`src/hw/rtl/usti_pkg.sv`:
```
// Package for the UV-sphere triangle indexer: widths, band codes and the
// sideband record that travels beside the divider. Depends on nothing.
`default_nettype none

package usti_pkg;

   localparam int MAX_SLICES = 256;
   localparam int MAX_STACKS = 256;
   localparam int MIN_SLICES = 3;
   localparam int MIN_STACKS = 2;

   localparam int TRI_W    = 17;
   localparam int CORNER_W = 16;
   localparam int CFG_W    = 9;
   localparam int PROD_W   = 17;
   localparam int QUAD_W   = 16;

   localparam int DIV_STAGES = 4;
   localparam int DIV_STEPS  = 2;
   localparam int QUO_W      = DIV_STAGES * DIV_STEPS;
   localparam int REM_W      = 8;

   localparam int ADDR_W = 3;
   localparam int DATA_W = 32;

   localparam logic REG_SLICE_COUNT = 1'b0;
   localparam logic REG_STACK_COUNT = 1'b1;

   localparam logic [CFG_W-1:0] SLICE_RESET = 9'd16;
   localparam logic [CFG_W-1:0] STACK_RESET = 9'd8;

   typedef enum logic [1:0] {
      BAND_SOUTH,
      BAND_MIDDLE,
      BAND_NORTH,
      BAND_ERROR
   } band_type;

   typedef struct packed {
      band_type                band;
      logic                    half;
      logic [CFG_W-1:0]        n_low;
      logic [CFG_W-1:0]        k;
      logic [CFG_W-1:0]        s;
      logic [CORNER_W-1:0]     pole;
      logic [CORNER_W-1:0]     ring;
   } side_type;

endpackage

`default_nettype wire

```
`src/hw/rtl/usti_if.sv`:
```
// Valid/ready channel interfaces for the triangle number requests and the
// corner index responses. Depends on usti_pkg.
`default_nettype none

interface usti_req_if
   import usti_pkg::*;
();
   logic             valid;
   logic             ready;
   logic [TRI_W-1:0] tri_number;

   modport source (output valid, output tri_number, input ready);
   modport sink (input valid, input tri_number, output ready);
endinterface

interface usti_rsp_if
   import usti_pkg::*;
();
   logic                valid;
   logic                ready;
   logic [CORNER_W-1:0] corner_a;
   logic [CORNER_W-1:0] corner_b;
   logic [CORNER_W-1:0] corner_c;
   logic                range_error;

   modport source (output valid, output corner_a, output corner_b, output corner_c,
                   output range_error, input ready);
   modport sink (input valid, input corner_a, input corner_b, input corner_c,
                 input range_error, output ready);
endinterface

`default_nettype wire

```
`src/hw/rtl/uv_sphere_triangle_indexer_unit.sv`:
```
// UV-sphere triangle indexer: maps a triangle number to its three vertex indices.
// Depends on usti_pkg, usti_if and usti_div.
//
// The block accepts one triangle number per clock when the response side is not
// stalled and passes it, in order, through an input register, a slices-by-stacks
// multiplier, four divider stages that split the quad number into stack and slice,
// a ring-base multiplier and the output register. Stalls on the response side
// propagate back stage by stage, so empty stages still fill while the output waits.
`default_nettype none

module uv_sphere_triangle_indexer_unit
   import usti_pkg::*;
(
   input  wire logic              clock,
   input  wire logic              reset,
   usti_req_if.sink               req_chan,
   usti_rsp_if.source             rsp_chan,
   input  wire logic              csr_psel,
   input  wire logic              csr_penable,
   input  wire logic              csr_pwrite,
   input  wire logic [ADDR_W-1:0] csr_paddr,
   input  wire logic [DATA_W-1:0] csr_pwdata,
   output logic [DATA_W-1:0]      csr_prdata,
   output logic                   csr_pready
);

   logic [CFG_W-1:0] slice_ff, slice_in;
   logic [CFG_W-1:0] stack_ff, stack_in;
   logic             csr_write;

   assign csr_write  = csr_psel && csr_penable && csr_pwrite && csr_pready;
   assign csr_pready = 1'b1;

   always_comb begin
      slice_in = slice_ff;
      stack_in = stack_ff;
      if (csr_write) begin
         case (csr_paddr[2])
            REG_SLICE_COUNT: slice_in = csr_pwdata[CFG_W-1:0];
            REG_STACK_COUNT: stack_in = csr_pwdata[CFG_W-1:0];
            default: ;
         endcase
      end
   end

   always_comb begin
      case (csr_paddr[2])
         REG_SLICE_COUNT: csr_prdata = {{(DATA_W - CFG_W){1'b0}}, slice_ff};
         REG_STACK_COUNT: csr_prdata = {{(DATA_W - CFG_W){1'b0}}, stack_ff};
         default:         csr_prdata = '0;
      endcase
   end

   always_ff @(posedge clock) begin
      if (reset) begin
         slice_ff <= SLICE_RESET;
         stack_ff <= STACK_RESET;
      end else begin
         slice_ff <= slice_in;
         stack_ff <= stack_in;
      end
   end

   logic adv1, adv2, adv3, adv4;
   logic div_in_ready, div_out_valid;

   // Stage 1: input register with clamped mesh dimensions.
   logic             v1_ff;
   logic [TRI_W-1:0] n1_ff;
   logic [CFG_W-1:0] s1_ff, s1_in;
   logic [CFG_W-1:0] t1_ff, t1_in;

   always_comb begin
      if (slice_ff < CFG_W'(MIN_SLICES)) begin
         s1_in = CFG_W'(MIN_SLICES);
      end else if (slice_ff > CFG_W'(MAX_SLICES)) begin
         s1_in = CFG_W'(MAX_SLICES);
      end else begin
         s1_in = slice_ff;
      end
      if (stack_ff < CFG_W'(MIN_STACKS)) begin
         t1_in = CFG_W'(MIN_STACKS);
      end else if (stack_ff > CFG_W'(MAX_STACKS)) begin
         t1_in = CFG_W'(MAX_STACKS);
      end else begin
         t1_in = stack_ff;
      end
   end

   // Stage 2: ring product s * (t - 1).
   logic              v2_ff;
   logic [TRI_W-1:0]  n2_ff;
   logic [CFG_W-1:0]  s2_ff;
   logic [PROD_W-1:0] prod2_ff, prod2_in;

   assign prod2_in = {{(PROD_W - CFG_W){1'b0}}, s1_ff}
                   * {{(PROD_W - CFG_W){1'b0}}, t1_ff - CFG_W'(1)};

   // Band classification in front of the divider.
   logic [PROD_W:0]     total, north_lim, n_ext, s_ext, diff, k_full;
   logic [QUAD_W-1:0]   quad;
   side_type            side2;

   always_comb begin
      total     = {prod2_ff, 1'b0};
      n_ext     = {{(PROD_W + 1 - TRI_W){1'b0}}, n2_ff};
      s_ext     = {{(PROD_W + 1 - CFG_W){1'b0}}, s2_ff};
      north_lim = total - s_ext;
      diff      = n_ext - s_ext;
      k_full    = n_ext - north_lim;
      quad      = diff[QUAD_W:1];
      if (n_ext >= total) begin
         side2.band = BAND_ERROR;
      end else if (n_ext < s_ext) begin
         side2.band = BAND_SOUTH;
      end else if (n_ext < north_lim) begin
         side2.band = BAND_MIDDLE;
      end else begin
         side2.band = BAND_NORTH;
      end
      side2.half  = diff[0];
      side2.n_low = n2_ff[CFG_W-1:0];
      side2.k     = k_full[CFG_W-1:0];
      side2.s     = s2_ff;
      side2.pole  = prod2_ff[CORNER_W-1:0] + CORNER_W'(1);
      side2.ring  = side2.pole - {{(CORNER_W - CFG_W){1'b0}}, s2_ff};
   end

   logic [QUO_W-1:0] div_quot;
   logic [REM_W-1:0] div_rem;
   side_type         div_side;

   usti_div u_div (
      .clock       (clock),
      .reset       (reset),
      .in_valid    (v2_ff),
      .in_ready    (div_in_ready),
      .in_dividend (quad),
      .in_divisor  (s2_ff),
      .in_side     (side2),
      .out_valid   (div_out_valid),
      .out_ready   (adv3),
      .out_quot    (div_quot),
      .out_rem     (div_rem),
      .out_side    (div_side)
   );

   // Stage 3: ring base 1 + stack * s and the wrapped next slice.
   logic                v3_ff;
   logic [CORNER_W-1:0] down3_ff, down3_in;
   logic [REM_W-1:0]    slice3_ff;
   logic [CFG_W-1:0]    next3_ff, next3_in;
   side_type            side3_ff;
   logic [PROD_W-1:0]   base_prod;
   logic [CFG_W-1:0]    slice_inc;

   always_comb begin
      base_prod = {{(PROD_W - QUO_W){1'b0}}, div_quot}
                * {{(PROD_W - CFG_W){1'b0}}, div_side.s};
      down3_in  = base_prod[CORNER_W-1:0] + CORNER_W'(1);
      slice_inc = {{(CFG_W - REM_W){1'b0}}, div_rem} + CFG_W'(1);
      next3_in  = (slice_inc == div_side.s) ? '0 : slice_inc;
   end

   // Stage 4: corner selection into the output register.
   logic                v4_ff;
   logic [CORNER_W-1:0] a4_ff, a4_in;
   logic [CORNER_W-1:0] b4_ff, b4_in;
   logic [CORNER_W-1:0] c4_ff, c4_in;
   logic                err4_ff, err4_in;

   always_comb begin
      logic [CORNER_W-1:0] up, s16, next16, slice16, n16, k16;
      logic [CFG_W-1:0]    n_inc, k_inc;
      s16     = {{(CORNER_W - CFG_W){1'b0}}, side3_ff.s};
      up      = down3_ff + s16;
      next16  = {{(CORNER_W - CFG_W){1'b0}}, next3_ff};
      slice16 = {{(CORNER_W - REM_W){1'b0}}, slice3_ff};
      n16     = {{(CORNER_W - CFG_W){1'b0}}, side3_ff.n_low};
      k16     = {{(CORNER_W - CFG_W){1'b0}}, side3_ff.k};
      n_inc   = side3_ff.n_low + CFG_W'(1);
      k_inc   = side3_ff.k + CFG_W'(1);
      a4_in   = '0;
      b4_in   = '0;
      c4_in   = '0;
      err4_in = 1'b0;
      case (side3_ff.band)
         BAND_SOUTH: begin
            b4_in = (n_inc == side3_ff.s) ? CORNER_W'(1) : n16 + CORNER_W'(2);
            c4_in = n16 + CORNER_W'(1);
         end
         BAND_MIDDLE: begin
            a4_in = down3_ff + slice16;
            if (!side3_ff.half) begin
               b4_in = down3_ff + next16;
               c4_in = up + next16;
            end else begin
               b4_in = up + next16;
               c4_in = up + slice16;
            end
         end
         BAND_NORTH: begin
            a4_in = side3_ff.pole;
            b4_in = side3_ff.ring + k16;
            c4_in = (k_inc == side3_ff.s) ? side3_ff.ring
                  : side3_ff.ring + {{(CORNER_W - CFG_W){1'b0}}, k_inc};
         end
         default: begin
            err4_in = 1'b1;
         end
      endcase
   end

   assign adv4 = !v4_ff || rsp_chan.ready;
   assign adv3 = !v3_ff || adv4;
   assign adv2 = !v2_ff || div_in_ready;
   assign adv1 = !v1_ff || adv2;

   always_ff @(posedge clock) begin
      if (reset) begin
         v1_ff <= 1'b0;
         v2_ff <= 1'b0;
         v3_ff <= 1'b0;
         v4_ff <= 1'b0;
      end else begin
         if (adv1) begin
            v1_ff <= req_chan.valid;
         end
         if (adv2) begin
            v2_ff <= v1_ff;
         end
         if (adv3) begin
            v3_ff <= div_out_valid;
         end
         if (adv4) begin
            v4_ff <= v3_ff;
         end
      end
   end

   always_ff @(posedge clock) begin
      if (adv1) begin
         n1_ff <= req_chan.tri_number;
         s1_ff <= s1_in;
         t1_ff <= t1_in;
      end
      if (adv2) begin
         n2_ff    <= n1_ff;
         s2_ff    <= s1_ff;
         prod2_ff <= prod2_in;
      end
      if (adv3) begin
         down3_ff  <= down3_in;
         slice3_ff <= div_rem;
         next3_ff  <= next3_in;
         side3_ff  <= div_side;
      end
      if (adv4) begin
         a4_ff   <= a4_in;
         b4_ff   <= b4_in;
         c4_ff   <= c4_in;
         err4_ff <= err4_in;
      end
   end

   assign req_chan.ready       = adv1;
   assign rsp_chan.valid       = v4_ff;
   assign rsp_chan.corner_a    = a4_ff;
   assign rsp_chan.corner_b    = b4_ff;
   assign rsp_chan.corner_c    = c4_ff;
   assign rsp_chan.range_error = err4_ff;

endmodule

`default_nettype wire

```
`src/hw/rtl/usti_div.sv`:
```
// Pipelined restoring divider, two quotient bits per stage, with a sideband
// record carried alongside. Depends on usti_pkg.
`default_nettype none

module usti_div
   import usti_pkg::*;
(
   input  wire logic              clock,
   input  wire logic              reset,
   input  wire logic              in_valid,
   output logic                   in_ready,
   input  wire logic [QUAD_W-1:0] in_dividend,
   input  wire logic [CFG_W-1:0]  in_divisor,
   input  wire side_type          in_side,
   output logic                   out_valid,
   input  wire logic              out_ready,
   output logic [QUO_W-1:0]       out_quot,
   output logic [REM_W-1:0]       out_rem,
   output side_type               out_side
);

   logic                valid_ff [DIV_STAGES];
   logic [QUAD_W-1:0]   rem_ff   [DIV_STAGES];
   logic [QUO_W-1:0]    quot_ff  [DIV_STAGES];
   logic [CFG_W-1:0]    dsr_ff   [DIV_STAGES];
   side_type            side_ff  [DIV_STAGES];

   logic                adv      [DIV_STAGES];
   logic                valid_in [DIV_STAGES];
   logic [QUAD_W-1:0]   rem_in   [DIV_STAGES];
   logic [QUO_W-1:0]    quot_in  [DIV_STAGES];
   logic [CFG_W-1:0]    dsr_in   [DIV_STAGES];
   side_type            side_in  [DIV_STAGES];

   always_comb begin
      for (int j = DIV_STAGES - 1; j >= 0; j--) begin
         if (j == DIV_STAGES - 1) begin
            adv[j] = !valid_ff[j] || out_ready;
         end else begin
            adv[j] = !valid_ff[j] || adv[j+1];
         end
      end
   end

   always_comb begin
      logic [QUAD_W:0]   shifted;
      logic [QUAD_W-1:0] rem;
      logic [QUO_W-1:0]  quot;
      logic [CFG_W-1:0]  dsr;
      int                bit_pos;
      shifted = '0;
      for (int j = 0; j < DIV_STAGES; j++) begin
         if (j == 0) begin
            valid_in[j] = in_valid;
            rem         = in_dividend;
            quot        = '0;
            dsr         = in_divisor;
            side_in[j]  = in_side;
         end else begin
            valid_in[j] = valid_ff[j-1];
            rem         = rem_ff[j-1];
            quot        = quot_ff[j-1];
            dsr         = dsr_ff[j-1];
            side_in[j]  = side_ff[j-1];
         end
         for (int b = 0; b < DIV_STEPS; b++) begin
            bit_pos = QUO_W - 1 - j * DIV_STEPS - b;
            shifted = (QUAD_W + 1)'({{(QUAD_W + 1 - CFG_W){1'b0}}, dsr} << bit_pos);
            if ({1'b0, rem} >= shifted) begin
               rem           = rem - shifted[QUAD_W-1:0];
               quot[bit_pos] = 1'b1;
            end
         end
         rem_in[j]  = rem;
         quot_in[j] = quot;
         dsr_in[j]  = dsr;
      end
   end

   always_ff @(posedge clock) begin
      for (int j = 0; j < DIV_STAGES; j++) begin
         if (reset) begin
            valid_ff[j] <= 1'b0;
         end else if (adv[j]) begin
            valid_ff[j] <= valid_in[j];
         end
         if (adv[j]) begin
            rem_ff[j]  <= rem_in[j];
            quot_ff[j] <= quot_in[j];
            dsr_ff[j]  <= dsr_in[j];
            side_ff[j] <= side_in[j];
         end
      end
   end

   assign in_ready  = adv[0];
   assign out_valid = valid_ff[DIV_STAGES-1];
   assign out_quot  = quot_ff[DIV_STAGES-1];
   assign out_rem   = rem_ff[DIV_STAGES-1][REM_W-1:0];
   assign out_side  = side_ff[DIV_STAGES-1];

endmodule

`default_nettype wire

```
`src/flat_wrapper.sv`:
```
// flat-port wrapper written by rule: the top's interface ports become plain ports
module uv_sphere_triangle_indexer_unit_flat import usti_pkg::*;
  (clock, reset, csr_psel, csr_penable, csr_pwrite, csr_paddr, csr_pwdata, csr_prdata, csr_pready, req_chan_valid, req_chan_tri_number, req_chan_ready, rsp_chan_valid, rsp_chan_corner_a, rsp_chan_corner_b, rsp_chan_corner_c, rsp_chan_range_error, rsp_chan_ready);
  usti_req_if req_chan_i ();
  usti_rsp_if rsp_chan_i ();
  input  wire logic clock;
  input  wire logic reset;
  input  wire logic csr_psel;
  input  wire logic csr_penable;
  input  wire logic csr_pwrite;
  input  wire logic [ADDR_W-1:0] csr_paddr;
  input  wire logic [DATA_W-1:0] csr_pwdata;
  output logic [DATA_W-1:0] csr_prdata;
  output logic csr_pready;
  input wire logic [$bits(req_chan_i.valid)-1:0] req_chan_valid;
  input wire logic [$bits(req_chan_i.tri_number)-1:0] req_chan_tri_number;
  output wire logic [$bits(req_chan_i.ready)-1:0] req_chan_ready;
  output wire logic [$bits(rsp_chan_i.valid)-1:0] rsp_chan_valid;
  output wire logic [$bits(rsp_chan_i.corner_a)-1:0] rsp_chan_corner_a;
  output wire logic [$bits(rsp_chan_i.corner_b)-1:0] rsp_chan_corner_b;
  output wire logic [$bits(rsp_chan_i.corner_c)-1:0] rsp_chan_corner_c;
  output wire logic [$bits(rsp_chan_i.range_error)-1:0] rsp_chan_range_error;
  input wire logic [$bits(rsp_chan_i.ready)-1:0] rsp_chan_ready;
  assign req_chan_i.valid = req_chan_valid;
  assign req_chan_i.tri_number = req_chan_tri_number;
  assign req_chan_ready = req_chan_i.ready;
  assign rsp_chan_valid = rsp_chan_i.valid;
  assign rsp_chan_corner_a = rsp_chan_i.corner_a;
  assign rsp_chan_corner_b = rsp_chan_i.corner_b;
  assign rsp_chan_corner_c = rsp_chan_i.corner_c;
  assign rsp_chan_range_error = rsp_chan_i.range_error;
  assign rsp_chan_i.ready = rsp_chan_ready;
  uv_sphere_triangle_indexer_unit u_core (.clock(clock), .reset(reset), .req_chan(req_chan_i), .rsp_chan(rsp_chan_i), .csr_psel(csr_psel), .csr_penable(csr_penable), .csr_pwrite(csr_pwrite), .csr_paddr(csr_paddr), .csr_pwdata(csr_pwdata), .csr_prdata(csr_prdata), .csr_pready(csr_pready));
endmodule
```
`config.mk`:
```
export PLATFORM = sky130hd
export DESIGN_NAME = uv_sphere_triangle_indexer_unit_flat
export DESIGN_NICKNAME = d
export VERILOG_FILES = /design/src/hw/rtl/usti_pkg.sv /design/src/hw/rtl/usti_if.sv /design/src/hw/rtl/uv_sphere_triangle_indexer_unit.sv /design/src/hw/rtl/usti_div.sv /design/src/flat_wrapper.sv
export SDC_FILE = /design/constraint.sdc
export NUM_CORES = 1
export LEC_CHECK = 0
export BUFFER_PORTS_ARGS = -buffer_cell sky130_fd_sc_hd__buf_2
export CORE_AREA = 8 8 348 316
export CTS_BUF_LIST = sky130_fd_sc_hd__clkbuf_8
export CTS_CLUSTER_SIZE = 24
export DETAILED_ROUTE_END_ITERATION = 10
export DIE_AREA = 0 0 356 324
export PLACE_DENSITY = 0.6
export SYNTH_ARGS = -nofsm -noshare
export SYNTH_HDL_FRONTEND = slang
export SYNTH_HIERARCHICAL = 1
export SYNTH_SLANG_ARGS = --single-unit
```
`constraint.sdc`:
```
create_clock -name clock -period 28.1 [get_ports clock]
set_clock_uncertainty 0.1 [all_clocks]
set_input_delay 8.43 -clock clock [delete_from_list [all_inputs] [get_ports clock]]
set_output_delay 8.43 -clock clock [all_outputs]
set_load 0.05 [all_outputs]
```
## Word-level counts from Yosys, hierarchy flattened

Memories as Yosys holds them, arrays and structs flattened.
Cells that the tools add are included.

- Register bits: 244
- Latch bits: 0
- Bits in writable memories: 384
- ROM bits: 0
- Memories: 5

Memory list:

| name | depth | bits a word | read ports | clocked after Yosys merged registers in | wr ports | line | text |
|---|---|---|---|---|---|---|---|
| u_core.u_div.side_ff | 4 | 62 | 4 | 0 | 4 | usti_div.sv:26 | `side_type side_ff [DIV_STAGES];` |
| u_core.u_div.rem_ff | 4 | 16 | 4 | 0 | 4 | usti_div.sv:23 | `logic [QUAD_W-1:0] rem_ff [DIV_STAGES];` |
| u_core.u_div.dsr_ff | 4 | 9 | 3 | 0 | 4 | usti_div.sv:25 | `logic [CFG_W-1:0] dsr_ff [DIV_STAGES];` |
| u_core.u_div.quot_ff | 4 | 8 | 4 | 0 | 4 | usti_div.sv:24 | `logic [QUO_W-1:0] quot_ff [DIV_STAGES];` |
| u_core.u_div.valid_ff | 4 | 1 | 4 | 0 | 4 | usti_div.sv:22 | `logic valid_ff [DIV_STAGES];` |

- $add $sub $neg: 27
- Multiply operators: 2
- Div/mod/pow operators: 0
- $lt $le $gt $ge: 15
- Eq/ne operators: 5
- Shift operators: 0
- Mux-type cells: 52
- Bitwise gates (word level): 5
- Reduce and logical (&&, ||, !) cells: 24

Operator list:

| operator | count |
|---|---|
| 16-bit two-way mux | 12 |
| 16-bit one-hot mux with 3 select lines | 2 |
| 16-bit by 9-bit adder with 16-bit output | 5 |
| 32-bit one-hot mux with 2 select lines | 1 |
| 16-bit by 1-bit adder with 16-bit output, second input constant | 2 |
| 16-bit by 8-bit adder with 16-bit output | 2 |
| 16-bit one-hot mux with 2 select lines | 1 |
| 16-bit by 9-bit subtractor with 16-bit output | 2 |
| 1-bit two-way mux | 31 |
| 9-bit equality test | 3 |
| 9-bit by 1-bit adder with 9-bit output, second input constant | 2 |
| 17-bit by 18-bit >= comparator with 1-bit output | 1 |
| 9-bit greater-than comparator, second input constant | 2 |
| 17-bit by 18-bit < comparator with 1-bit output | 1 |
| 9-bit by 2-bit < comparator with 1-bit output, second input constant | 2 |
| 9-bit two-way mux | 2 |
| 18-bit by 9-bit subtractor with 18-bit output | 1 |
| 17-bit by 9-bit < comparator with 1-bit output | 1 |
| 9-bit by 9-bit multiplier with 17-bit output | 1 |
| 17-bit by 9-bit subtractor with 17-bit output | 1 |
| 16-bit by 10-bit >= comparator with 1-bit output | 1 |
| 16-bit by 11-bit >= comparator with 1-bit output | 1 |
| 16-bit by 12-bit >= comparator with 1-bit output | 1 |
| 16-bit by 13-bit >= comparator with 1-bit output | 1 |
| 29 further kinds | 51 |

## Depth between registers and ports, before layout

- Depth in word-level cells: 11
- Depth in mapped cells: 32

## Modules after synthesis

The synthesis kept the hierarchy.

By module, submodules not included:

| module | times used | cells an instance | area each (µm²) | seq. area each (µm²) |
|---|---|---|---|---|
| uv_sphere_triangle_indexer_unit | 1 | 2121 | 20903.8 | 7106.8 |
| usti_div | 1 | 978 | 15217.1 | 10660.2 |

## Worst setup path after synthesis

No wires, ideal clock.

- Kind: in2out
- Start point: in rsp_chan_ready
- End point: out req_chan_ready
- Arrival: 14721 ps
- Setup slack: 4849 ps
- Stages: 7
- Buffers on the path: 0
- Cells stage by stage: nor2b_1 > nand2_1 > nor2b_1 > and3_1 > nand2_1 > nor2b_1 > nand2_1

- Longest elaborated chain between the ends: 8

RTL lines:

| item | line | text |
|---|---|---|
| from (decl) | flat_wrapper.sv:23 | `input wire logic [$bits(rsp_chan_i.ready)-1:0] rsp_chan_ready;` |
| 1-bit logical OR | uv_sphere_triangle_indexer_unit.sv:214 | `assign adv4 = !v4_ff \|\| rsp_chan.ready;` |
| 1-bit logical OR | uv_sphere_triangle_indexer_unit.sv:215 | `assign adv3 = !v3_ff \|\| adv4;` |
| named net u_core.adv3 | uv_sphere_triangle_indexer_unit.sv:64 | `logic adv1, adv2, adv3, adv4;` |
| 1-bit logical OR | usti_div.sv:38 | `adv[j] = !valid_ff[j] \|\| out_ready;` |
| 1-bit logical OR (3 in series) | usti_div.sv:40 | `adv[j] = !valid_ff[j] \|\| adv[j+1];` |
| named net u_core.div_in_ready | uv_sphere_triangle_indexer_unit.sv:65 | `logic div_in_ready, div_out_valid;` |
| 1-bit logical OR | uv_sphere_triangle_indexer_unit.sv:216 | `assign adv2 = !v2_ff \|\| div_in_ready;` |
| 1-bit logical OR | uv_sphere_triangle_indexer_unit.sv:217 | `assign adv1 = !v1_ff \|\| adv2;` |
| to (decl) | flat_wrapper.sv:17 | `output wire logic [$bits(req_chan_i.ready)-1:0] req_chan_ready;` |

The timed path passes the listed nets, and every way through them passes these cells.

## Final worst setup path

Ends and elaborated chain as after synthesis.

==> metrics <==
Root Buffer clkbuf_8; crit path cell chain buf_2 > nor2b_1 > nand2_4 > nor2b_1 > and3_1 > nand2_4 > nor2b_1 > nand2_1 > buf_4 > buf_2; Rows 113; clock latency at the later pin of the worst-skew pair 0.71 ns; max_cap viols 0; Largest stage delay, worst path 0.63 ns; Post-Synthesis Cells 3099; Lkg Pwr 16.38 nW; Fmax 49.54 MHz; post-synthesis xor/xnor area fraction 6.588%; EDFF count, synth 577; TritonCTS Buffers 95; routed via count 22988; clock-pin slew on the worst setup and hold paths 0.07 ns; Top cell by count, worst path nor2b_1; final setup TNS 0 ns; Yosys top cell by area edfxtp_1; largest net degree at the start of global routing 78; H-tree Lvls 3; antenna violations before repair 3; largest family of logic cells by synthesized area adder cells; post-synthesis mux area share 2.581%; DR WL/cell 16.65 microns; mean post-synth cell area 11.66 sq um; area of the die 115300 sq um; GP Congestion 0.8965; Pins Over Slew Limit 0; post-synthesis cell area 36120 sq um; ys async rst share 0%; worst IR drop on VDD 0.04439 mV; num ports 143; slew margin rel. 31.10%; fraction of layout cells with a size suffix above 1 10.61%; Final Setup Violations 0; maximum fanout along the worst path 40; Worst Tran Pin Value 1.026 ns; final std cells w/o fill 4689; Adder-Cell Fraction of Synth Area 15.53%; Netlist cell types 98; outcome completed; HP Class flip-flop to flip-flop; Final Hold Fails 0; post-CTS setup buffers 0; Syn. warnings 6; CP required 19.57 ns; most frequent cells in the layout edfxtp_1, inv_1, ha_1; post-synthesis sequential area ratio 49.19%; hold-fix buffers at CTS 0; clk sinks 599; height of the die 324 microns; die outline width 356 microns; Via density 4.903; vias in the first global route 22788; WP data arrival 11.66 ns; worst-case clock buffer depth 3; first-pass GRT wire length 123300 microns; CTS tree done; Final min period 20.19 ns; first drt pass iteration count 5; core box area 104300 sq um; gr ovfl total 0; initial core utilization 34.62%; Synth top area share 47.97%; Synth Area in Simple Gates 12.17%; WL final 78090 microns; kind of critical path primary input to output pin; drt drc 0; GRT Resource Usage Total 13.27%; Placed Cells 4512; final period utilization 71.84%; Power per Cell Area 98.06 nW/um^2; Critical-path top delay cell nor2b_1; fin nets 3671; Setup crit end kind output pin; CP startpoint kind primary input; DP Wirelength 60450 microns; CTS resizes 0; ranking of synthesized cells by area edfxtp_1, ha_1, fa_1, xnor2_1, inv_1; Antenna Nets Post-Route 0; Main synth FF type edfxtp_1; commonest non-fill, non-tap cell in the layout edfxtp_1; synthesized flop and latch total 599; RSZ-0062 raised after global routing false; number of DRC markers in iteration 0 1446; complex-gate fraction of the synthesized area 9.747%; I/O Buffers 93; r2r setup slk 20.68 ns; P&R area growth vs syn 10.41%
[cells by family (layout without fill, tap and decap cells)]
group           Yosys count  after routing
compound gates          532            532
fa+ha+maj               383            383
xor+xnor                270            270
flops                   599            599
simple gates            860            860
buf+inv                 370            557
mux                      83             83
other cells               2             25
[power by group]
part           total, mW  internal [mW]  switching [mW]
clock network      0.703          0.355           0.347
registers           1.41           1.25           0.156
logic               1.80          0.778            1.02
total               3.91           2.38            1.53
[layer usage]
layer | global-route usage [%] | vias to the layer above | wire, microns
li1 | - | 11397 | -
met1 | 18.46 | 10934 | 37640
met2 | 21.49 | 530 | 34810
met3 | 2.102 | 127 | 3708
met4 | 3.739 | 0 | 1933
met5 | 0 | - | 0
[worst max-delay path: cells and delay by family]
family        cells  cell delay [ns]
simple gates      7             2.53
buf+inv           3             0.64
[flip-flops by register name, summed over array words and instances (netlist names), 4 cells and up]
name / count
u_core/u_div/valid_ff: 4
u_core/s2_ff: 9
u_core/u_div/rem_ff: 56
u_core/side3_ff: 62
u_core/u_div/dsr_ff: 27
u_core/rsp_chan.corner_b: 16
u_core/n2_ff: 17
u_core/slice3_ff: 8
u_core/down3_ff: 16
u_core/u_div/side_ff: 248
u_core/prod2_ff: 17
u_core/slice_ff: 9
u_core/n1_ff: 17
u_core/rsp_chan.corner_c: 16
u_core/rsp_chan.corner_a: 16
u_core/s1_ff: 9
u_core/next3_ff: 9
u_core/u_div/quot_ff: 20
u_core/t1_ff: 9
u_core/stack_ff: 9
[Yosys cell counts, types with 13 or more instances]
cell	number
a211oi_1	29
a21o_1	46
a21oi_1	156
a222oi_1	13
a31oi_1	18
and2_1	57
buf_4	25
clkbuf_1	59
dfxtp_1	22
edfxtp_1	577
fa_1	109
ha_1	274
inv_1	274
mux2_2	59
mux2i_1	17
nand2_1	218
nand2b_1	33
nand3_1	60
nand4_1	27
nor2_1	191
nor2b_1	83
nor3_1	62
nor4_1	18
o211ai_1	14
o21a_1	26
o21ai_0	94
o22ai_1	18
or2_2	13
or3_1	19
xnor2_1	159
xor2_1	109
[worst paths after layout]
path | cells past startpoint | end | startpoint
max | 10 | req_chan_ready | rsp_chan_ready
min reg2reg | 0 | u_core/side3_ff[50] | u_core/u_div/side_ff[3][50]
min | 0 | u_core/side3_ff[50] | u_core/u_div/side_ff[3][50]
max reg2reg | 27 | u_core/u_div/rem_ff[0][9] | u_core/s2_ff[0]
[through the flow]
step | hold WS, ns | utilization, % | worst slack, ns | cell area [sq um] | power (mW)
global route | 0.2829 | 38.22 | 7.613 | 39880 | 4.203
floorplan | 0.3003 | - | 4.849 | 36200 | 2.782
detailed placement | 0.3045 | 36.46 | 7.955 | 38040 | 3.206
finish | 0.2786 | 38.22 | 7.913 | 39880 | 3.911
global placement | 0.3004 | 36.46 | 7.964 | 38040 | 3.188
CTS | 0.2797 | 38.22 | 7.938 | 39880 | 3.935
[cell type report]
| type | count | area (sq um) |
|---|---|---|
| clock buffers | 96 | 1321 |
| clock inverters | 80 | 518.0 |
| diodes | 1 | 2.502 |
| flip-flops and latches | 599 | 17770 |
| well taps | 1380 | 1727 |
| inverters | 276 | 1037 |
| repair buffers | 105 | 555.5 |
| multi-input cells | 2152 | 16950 |
| fillers | 10103 | 64460 |
Power figures use the tool's default switching activity.
